[src/r2h_pkg.sv]
// ----------------------------------------------------------------------------
// r2h_pkg : shared types and constants for the RGB to HSV converter
// Beat layouts, the fixed-point scale factors and the divider geometry.
// ----------------------------------------------------------------------------
package r2h_pkg;

    localparam int CH_W          = 8;
    localparam int HUE_FRAC_BITS = 7;
    localparam int SAT_FRAC_BITS = 16;
    localparam int HUE_W         = 16;
    localparam int SAT_W         = SAT_FRAC_BITS + 1;

    // 60 degrees and a full turn, in hue LSBs
    localparam int HUE_UNIT = 60 << HUE_FRAC_BITS;
    localparam int HUE_FULL = 6 * HUE_UNIT;

    // hue pre-multiplier: at most 5*255, i.e. (diff + 4*delta)
    localparam int X_W = $clog2(5 * 255 + 1);

    // divider geometry: both lanes run the same number of steps
    localparam int DEN_W    = CH_W;
    localparam int QUO_W    = SAT_W;
    localparam int HNUM_W   = $clog2((5 * 255) * HUE_UNIT + 1);
    localparam int SNUM_W   = CH_W + SAT_FRAC_BITS;
    localparam int NUM_W    = (HNUM_W > SNUM_W) ? HNUM_W : SNUM_W;

    typedef struct packed {
        logic [CH_W-1:0] red;
        logic [CH_W-1:0] green;
        logic [CH_W-1:0] blue;
    } pix_t;

    typedef struct packed {
        logic [HUE_W-1:0] hue;
        logic [SAT_W-1:0] saturation;
        logic [CH_W-1:0]  value;
    } hsv_t;

    typedef enum logic [1:0] {
        SECT_RED   = 2'd0,
        SECT_GREEN = 2'd1,
        SECT_BLUE  = 2'd2
    } sector_t;

    // fields that ride alongside the divider
    typedef struct packed {
        logic [CH_W-1:0] value;
        logic            hue_neg;
        logic            hue_zero;
        logic            sat_zero;
    } side_t;

    typedef struct packed {
        logic [NUM_W-1:0] hue_num;
        logic [DEN_W-1:0] hue_den;
        logic [NUM_W-1:0] sat_num;
        logic [DEN_W-1:0] sat_den;
        side_t            side;
    } div_in_t;

endpackage

[src/r2h_front.sv]
// ----------------------------------------------------------------------------
// r2h_front : channel sort and hue numerator
// Two stages: max/min/sector/delta, then the scaled hue numerator.
// ----------------------------------------------------------------------------
module r2h_front
    import r2h_pkg::*;
(
    input  logic    clk,
    input  logic    rst_n,
    input  logic    en,
    input  logic    pix_valid,
    input  pix_t    pix_data,
    output logic    div_valid,
    output div_in_t div_data
);

    // stage 1
    logic                   s1_valid_reg;
    logic [CH_W-1:0]        s1_max_reg;
    logic [CH_W-1:0]        s1_delta_reg;
    sector_t                s1_sect_reg;
    logic signed [CH_W:0]   s1_diff_reg;

    logic [CH_W-1:0]        max_next;
    logic [CH_W-1:0]        min_next;
    sector_t                sect_next;
    logic signed [CH_W:0]   diff_next;
    logic signed [CH_W:0]   r_s;
    logic signed [CH_W:0]   g_s;
    logic signed [CH_W:0]   b_s;

    assign r_s = $signed({1'b0, pix_data.red});
    assign g_s = $signed({1'b0, pix_data.green});
    assign b_s = $signed({1'b0, pix_data.blue});

    always_comb
    begin
        // ties: red over green, green over blue
        if (pix_data.red >= pix_data.green && pix_data.red >= pix_data.blue)
        begin
            sect_next = SECT_RED;
            max_next  = pix_data.red;
            diff_next = g_s - b_s;
        end
        else if (pix_data.green >= pix_data.blue)
        begin
            sect_next = SECT_GREEN;
            max_next  = pix_data.green;
            diff_next = b_s - r_s;
        end
        else
        begin
            sect_next = SECT_BLUE;
            max_next  = pix_data.blue;
            diff_next = r_s - g_s;
        end

        min_next = pix_data.red;
        if (pix_data.green < min_next)
        begin
            min_next = pix_data.green;
        end
        if (pix_data.blue < min_next)
        begin
            min_next = pix_data.blue;
        end
    end

    always_ff @(posedge clk or negedge rst_n)
    begin
        if (!rst_n)
        begin
            s1_valid_reg <= 1'b0;
        end
        else if (en)
        begin
            s1_valid_reg <= pix_valid;
        end
    end

    always_ff @(posedge clk)
    begin
        if (en)
        begin
            s1_max_reg   <= max_next;
            s1_delta_reg <= max_next - min_next;
            s1_sect_reg  <= sect_next;
            s1_diff_reg  <= diff_next;
        end
    end

    // stage 2
    logic                   s2_valid_reg;
    div_in_t                s2_data_reg;

    logic signed [X_W:0]    diff_w;
    logic signed [X_W:0]    delta_w;
    logic signed [X_W:0]    x_s;
    logic [X_W-1:0]         x_next;
    logic                   neg_next;
    div_in_t                div_next;

    assign diff_w  = (X_W+1)'(s1_diff_reg);
    assign delta_w = $signed({{(X_W+1-CH_W){1'b0}}, s1_delta_reg});

    always_comb
    begin
        neg_next = 1'b0;
        unique case (s1_sect_reg)
            SECT_RED:
            begin
                neg_next = s1_diff_reg < 0;
                x_s      = neg_next ? -diff_w : diff_w;
            end
            SECT_GREEN: x_s = diff_w + (delta_w <<< 1);
            SECT_BLUE:  x_s = diff_w + (delta_w <<< 2);
            default:    x_s = '0;
        endcase
        x_next = x_s[X_W-1:0];

        div_next.hue_num        = NUM_W'(x_next) * NUM_W'(HUE_UNIT);
        div_next.hue_den        = s1_delta_reg;
        div_next.sat_num        = NUM_W'({s1_delta_reg, {SAT_FRAC_BITS{1'b0}}});
        div_next.sat_den        = s1_max_reg;
        div_next.side.value     = s1_max_reg;
        div_next.side.hue_neg   = neg_next;
        div_next.side.hue_zero  = s1_delta_reg == '0;
        div_next.side.sat_zero  = s1_max_reg == '0;
    end

    always_ff @(posedge clk or negedge rst_n)
    begin
        if (!rst_n)
        begin
            s2_valid_reg <= 1'b0;
        end
        else if (en)
        begin
            s2_valid_reg <= s1_valid_reg;
        end
    end

    always_ff @(posedge clk)
    begin
        if (en)
        begin
            s2_data_reg <= div_next;
        end
    end

    assign div_valid = s2_valid_reg;
    assign div_data  = s2_data_reg;

endmodule

[src/r2h_div.sv]
// ----------------------------------------------------------------------------
// r2h_div : dual-lane pipelined restoring divider
// One quotient bit per stage for hue and saturation side by side.
// ----------------------------------------------------------------------------
module r2h_div
    import r2h_pkg::*;
(
    input  logic             clk,
    input  logic             rst_n,
    input  logic             en,
    input  logic             in_valid,
    input  div_in_t          in_data,
    output logic             out_valid,
    output side_t            out_side,
    output logic [QUO_W-1:0] hue_quo,
    output logic [QUO_W-1:0] sat_quo
);

    localparam int HEAD_W = NUM_W - QUO_W;

    // one long-division step: shift in the next numerator bit, try subtract
    function automatic logic [DEN_W+QUO_W-1:0] div_step(
        input logic [DEN_W-1:0] rem,
        input logic [QUO_W-1:0] low,
        input logic [DEN_W-1:0] den
    );
        logic [DEN_W:0]   trial;
        logic [DEN_W:0]   diff;
        logic             ge;
        logic [DEN_W-1:0] rem_o;
        trial = {rem, low[QUO_W-1]};
        diff  = trial - {1'b0, den};
        ge    = trial >= {1'b0, den};
        rem_o = ge ? diff[DEN_W-1:0] : trial[DEN_W-1:0];
        return {rem_o, low[QUO_W-2:0], ge};
    endfunction

    logic [QUO_W-1:0] valid_reg;
    logic [DEN_W-1:0] hrem_reg [QUO_W];
    logic [QUO_W-1:0] hlow_reg [QUO_W];
    logic [DEN_W-1:0] hden_reg [QUO_W];
    logic [DEN_W-1:0] srem_reg [QUO_W];
    logic [QUO_W-1:0] slow_reg [QUO_W];
    logic [DEN_W-1:0] sden_reg [QUO_W];
    side_t            side_reg [QUO_W];

    for (genvar s = 0; s < QUO_W; s++)
    begin : g_stage
        logic                   v_in;
        logic [DEN_W-1:0]       hrem_in;
        logic [QUO_W-1:0]       hlow_in;
        logic [DEN_W-1:0]       hden_in;
        logic [DEN_W-1:0]       srem_in;
        logic [QUO_W-1:0]       slow_in;
        logic [DEN_W-1:0]       sden_in;
        side_t                  side_in;
        logic [DEN_W+QUO_W-1:0] h_next;
        logic [DEN_W+QUO_W-1:0] s_next;

        if (s == 0)
        begin : g_first
            assign v_in    = in_valid;
            assign hrem_in = DEN_W'(in_data.hue_num[NUM_W-1 -: HEAD_W]);
            assign hlow_in = in_data.hue_num[QUO_W-1:0];
            assign hden_in = in_data.hue_den;
            assign srem_in = DEN_W'(in_data.sat_num[NUM_W-1 -: HEAD_W]);
            assign slow_in = in_data.sat_num[QUO_W-1:0];
            assign sden_in = in_data.sat_den;
            assign side_in = in_data.side;
        end
        else
        begin : g_next
            assign v_in    = valid_reg[s-1];
            assign hrem_in = hrem_reg[s-1];
            assign hlow_in = hlow_reg[s-1];
            assign hden_in = hden_reg[s-1];
            assign srem_in = srem_reg[s-1];
            assign slow_in = slow_reg[s-1];
            assign sden_in = sden_reg[s-1];
            assign side_in = side_reg[s-1];
        end

        assign h_next = div_step(hrem_in, hlow_in, hden_in);
        assign s_next = div_step(srem_in, slow_in, sden_in);

        always_ff @(posedge clk or negedge rst_n)
        begin
            if (!rst_n)
            begin
                valid_reg[s] <= 1'b0;
            end
            else if (en)
            begin
                valid_reg[s] <= v_in;
            end
        end

        always_ff @(posedge clk)
        begin
            if (en)
            begin
                hrem_reg[s] <= h_next[DEN_W+QUO_W-1:QUO_W];
                hlow_reg[s] <= h_next[QUO_W-1:0];
                hden_reg[s] <= hden_in;
                srem_reg[s] <= s_next[DEN_W+QUO_W-1:QUO_W];
                slow_reg[s] <= s_next[QUO_W-1:0];
                sden_reg[s] <= sden_in;
                side_reg[s] <= side_in;
            end
        end
    end

    assign out_valid = valid_reg[QUO_W-1];
    assign out_side  = side_reg[QUO_W-1];
    assign hue_quo   = hlow_reg[QUO_W-1];
    assign sat_quo   = slow_reg[QUO_W-1];

endmodule

[src/rgb_to_hsv_core.sv]
// ----------------------------------------------------------------------------
// rgb_to_hsv_core : pixel-stream RGB to HSV converter
// Throughput: one pixel per cycle while the output is not stalled; the 17-stage divider pipeline sets latency.
// A stall on the output freezes every stage at once, so nothing is dropped.
// Reset clears only the valid bits; the data path needs no reset.
// ----------------------------------------------------------------------------
module rgb_to_hsv_core
    import r2h_pkg::*;
(
    input  logic clk,
    input  logic rst_n,
    input  logic pix_valid,
    output logic pix_ready,
    input  pix_t pix_data,
    output logic hsv_valid,
    input  logic hsv_ready,
    output hsv_t hsv_data
);

    // Pipeline map
    //   front  : 2 stages, max/min/sector/delta then hue numerator x*60*2^7
    //   div    : 17 stages, restoring division, one quotient bit per stage,
    //            hue = num/delta and saturation = (delta<<16)/max in parallel
    //   output : 1 stage, grey/black masking and negative hue wrap
    // The output register is the last stage; the whole pipe advances whenever
    // that register is empty or being drained this cycle.

    logic             adv;
    logic             div_in_valid;
    div_in_t          div_in_data;
    logic             div_out_valid;
    side_t            div_side;
    logic [QUO_W-1:0] hue_quo;
    logic [QUO_W-1:0] sat_quo;

    logic             hsv_valid_reg;
    hsv_t             hsv_data_reg;
    hsv_t             hsv_next;
    logic [HUE_W-1:0] hue_mag;

    assign adv       = !hsv_valid_reg || hsv_ready;
    assign pix_ready = adv;

    r2h_front u_front (
        .clk       (clk),
        .rst_n     (rst_n),
        .en        (adv),
        .pix_valid (pix_valid),
        .pix_data  (pix_data),
        .div_valid (div_in_valid),
        .div_data  (div_in_data)
    );

    r2h_div u_div (
        .clk       (clk),
        .rst_n     (rst_n),
        .en        (adv),
        .in_valid  (div_in_valid),
        .in_data   (div_in_data),
        .out_valid (div_out_valid),
        .out_side  (div_side),
        .hue_quo   (hue_quo),
        .sat_quo   (sat_quo)
    );

    // Hue quotient is at most 5*60*2^7, so it fits the hue field.
    assign hue_mag = hue_quo[HUE_W-1:0];

    always_comb
    begin
        hsv_next.value = div_side.value;

        // grey pixel: no hue
        if (div_side.hue_zero)
        begin
            hsv_next.hue = '0;
        end
        // red sector with g < b: hue truncated toward zero, then wrapped
        else if (div_side.hue_neg && hue_mag != '0)
        begin
            hsv_next.hue = HUE_W'(HUE_FULL) - hue_mag;
        end
        else
        begin
            hsv_next.hue = hue_mag;
        end

        // black pixel: saturation forced to zero
        hsv_next.saturation = div_side.sat_zero ? '0 : SAT_W'(sat_quo);
    end

    always_ff @(posedge clk or negedge rst_n)
    begin
        if (!rst_n)
        begin
            hsv_valid_reg <= 1'b0;
        end
        else if (adv)
        begin
            hsv_valid_reg <= div_out_valid;
        end
    end

    always_ff @(posedge clk)
    begin
        if (adv)
        begin
            hsv_data_reg <= hsv_next;
        end
    end

    assign hsv_valid = hsv_valid_reg;
    assign hsv_data  = hsv_data_reg;

endmodule

[config.mk]
export PLATFORM = sky130hd
export DESIGN_NAME = rgb_to_hsv_core
export DESIGN_NICKNAME = d
export VERILOG_FILES = /design/src/r2h_pkg.sv /design/src/r2h_front.sv /design/src/r2h_div.sv /design/src/rgb_to_hsv_core.sv
export SDC_FILE = /design/constraint.sdc
export NUM_CORES = 2
export LEC_CHECK = 0
export ABC_AREA = 1
export BUFFER_PORTS_ARGS = -buffer_cell sky130_fd_sc_hd__buf_2
export CELL_PAD_IN_SITES_DETAIL_PLACEMENT = 1
export CELL_PAD_IN_SITES_GLOBAL_PLACEMENT = 2
export CORE_UTILIZATION = 45
export CTS_BUF_LIST = sky130_fd_sc_hd__clkbuf_16
export DETAILED_ROUTE_END_ITERATION = 8
export PLACE_DENSITY_LB_ADDON = 0.1
export SETUP_SLACK_MARGIN = 0.3
export SLEW_MARGIN = 20
export SYNTH_ARGS = -nofsm -noshare
export SYNTH_HDL_FRONTEND = slang
export SYNTH_SLANG_ARGS = --single-unit
[constraint.sdc]
create_clock -name clk -period 47.9 [get_ports clk]
set_input_delay 7.185 -clock clk [delete_from_list [all_inputs] [get_ports clk]]
set_output_delay 7.185 -clock clk [all_outputs]
set_load 0.005 [all_outputs]
==> flow_summary.yaml <==
status:
  outcome: "finished with violations"
  violations: "DRC"
grt:
  grt_pass1_wl_um: 145700
  grt-busiest-layer: "met2"
  global_route.usage.met2_pct: 31.31
  groute.usage.overall_pct: 16.68
  grt_antenna_before_repair: 0
  number_of_global_route_vias_before_repair: 29410
  maximum_number_of_pins_on_one_net_before_global_route_repair: 200
  use_met3_pct: 2.298
  grt_use_met1_pct: 19.65
  grt-ovfl-total: 0
sta:
  hold_viol: 0
  final-max-slew-violation-count: 0
  final_worst_slack_ns: 32.47
  skew_ns: 0.02570
  rsz0062_at_grt: "false"
  tightestPinTransition_ns: 1.032
  min_period_over_period_pct: 32.21
  fin_setup_tns_ns: 0
  setup_viol: 0
  worst_max_slew_margin_expressed_relative_to_the_limit_pct: 31.23
  max_freq_mhz: 64.81
  period_needed_ns: 15.43
drt:
  detailroute.via_count: 27857
  avgRoutedWirePerCell_um: 15.84
  route.final.wire_length_um: 88370
  vias_per_cell: 4.994
  detail_route.iter0.violations: 1144
  detail-route-antenna-nets: 0
  detail_route.first_pass.iterations: 8
  drcViolationCount: 9
synthesis:
  ys_dominant_reg_cell: "edfxtp_1"
  synth_async_sr_flop_share_pct: 1.980
  synth_top_cell_by_area: "edfxtp_1"
  yosys.area.top_type_share_pct: 61.87
  synthCells: 3948
  synth_top_cells_by_area: "edfxtp_1 62%, ha_1 9.1%, inv_1 4.5%, nand2_1 3.5%, a21oi_1 2.7%"
  ys_seq_elements: 1010
  synth.cell_area_sq_um: 48050
  synth-edff-count: 990
  seq_area_frac_synth_pct: 62.91
  synthesis.yosys.warnings: 0
  netlist_cell_types: 59
  postSynthAreaPerCell_sq_um: 12.17
  synth.net_count: 4374
floorplan:
  core_area_sq_um: 105600
  boundaryPins: 71
  dieArea_sq_um: 108100
  floorplan.initialDensity_pct: 45.52
  row_count: 119
  chipWidth_um: 328.8
  dieHeight_um: 328.8
clock_network:
  tritoncts_clock_tree: "built"
  numCtsBuffers: 108
  htree_levels: 3
  postCtsResizedCells: 0
  path_clk_slew_ns: 0.06
  clk_path_buf_depth: 3
  cts_setup_buffers: 0
  holdBufCountCts: 0
  clock_insertion_delay_worst_skew_ns: 0.69
  clock_tree.root_cell: "clkbuf_16"
  numClockSinks: 1010
placed_design:
  dpl_cell_area_sq_um: 49920
  pre_cts_slack_ns: 32.42
  detailed_place_hpwl_um: 64510
  place.gp.congestion: 0.8174
  io_buffers: 70
min_path:
  hold_class: "flop to flop"
cells_and_area:
  layout.cells.most_common_list: "990 x edfxtp_1, 596 x inv_1, 448 x nand2_1"
  num_antenna_cells: 0
  flip_flop_count_of_the_largest_register_after_layout: 165
  layout.nets: 4521
  final_layout_size_suffix_gt1_share_pct: 8.288
  finish.instance_area_sq_um: 53560
  layout.cells.most_common: "edfxtp_1"
  area_growth_syn_to_layout_pct: 11.47
setup_path:
  timing.critical_path.from_type: "input pin"
  cp.required_ns: 40.72
  rrSetupSlack_ns: 40.73
  crit_arrival_ns: 8.24
  worst-path-max-fanout: 52
  timing_worst_setup_path_type: "input pin to output port"
  timing.critical_path.to_type: "output port"
job:
  cap_violations: 0
-- cell families (layout without fill, tap and decap cells) --
group	count (synthesis)	count (layout)	synth area share (%)
adders and majority gates	398	398	11.14
muxes	4	4	0.09374
AOI/OAI and AO/OA	659	659	7.705
buffers and inverters	657	896	5.466
xor gates and xnor gates	199	199	3.627
and+or+nand+nor	1021	1021	9.051
DFF	1010	1010	62.91
-- final timing paths --
kind | start | to | depth (start not counted)
setup / recovery | hsv_ready | pix_ready | 4
max in group asynchronous | rst_n | u_div.g_stage[14].v_in | 1
min in group asynchronous | rst_n | hsv_valid | 1
setup reg to reg | hsv_valid | u_div.side_reg[3][9] | 8
hold reg to reg | u_div.hlow_reg[2][18] | u_div.hlow_reg[3][2] | 0
hold / removal | u_div.hlow_reg[2][18] | u_div.hlow_reg[3][2] | 0
-- layer usage --
| layer | part of all wire, % | vias to the layer above |
|---|---|---|
| li1 | - | 14018 |
| met1 | 43 | 13443 |
| met2 | 52 | 271 |
| met3 | 2.8 | 125 |
| met4 | 2.1 | 0 |
| met5 | 0 | - |
-- worst max-delay path, stage by stage --
cell     delay, ns
buf_2         0.08
inv_1         0.05
nand2_4       0.50
buf_2         0.40
-- synthesized netlist by cell type (3+ instances only) --
cell / instances
inv_1: 576
a221oi_1: 3
buf_6: 7
xnor2_1: 68
or2_2: 4
nand2_1: 449
nand3b_1: 5
nor3_1: 61
a21o_1: 33
clkbuf_1: 9
nor3b_2: 3
o21bai_1: 25
nand4_1: 30
nor4_1: 8
edfxtp_1: 990
o221ai_1: 7
nand3_1: 87
o21ai_2: 9
nand2_2: 17
o21ai_0: 113
buf_4: 26
nor2_4: 3
a21oi_1: 257
a211oi_1: 8
fa_1: 50
nor3_2: 6
mux2_2: 4
a311oi_1: 6
o22ai_1: 9
buf_2: 4
xor2_1: 131
a21oi_2: 17
inv_2: 34
a31oi_1: 4
or3_1: 12
o41ai_1: 4
o21a_1: 3
ha_1: 348
o21ai_1: 150
nor2_1: 325
dfrtp_1: 20
-- metrics by stage --
step | std cells | hold slack (ns) | utilization (%)
2_1_floorplan | 3948 | 0.4003 | -
3_3_place_gp | 5375 | 0.4004 | 47.29
3_5_place_dp | 5375 | 0.4052 | 47.29
4_1_cts | 5577 | 0.3986 | 50.71
5_1_grt | 5578 | 0.4145 | 50.74
6_report | 5578 | 0.3989 | 50.74
-- cell type report --
cell class | instances | area [sq um]
tap | 1391 | 1740
sequential | 1010 | 30230
timing repair buffer | 83 | 480.5
clock inverter | 93 | 883.3
fill | 10931 | 52000
multi-input combinational | 2281 | 15200
clock buffer | 109 | 2728
inverter | 611 | 2298
Power is not shown: default switching activity piles up to over one toggle a cycle in this logic, so the estimate is an artifact.
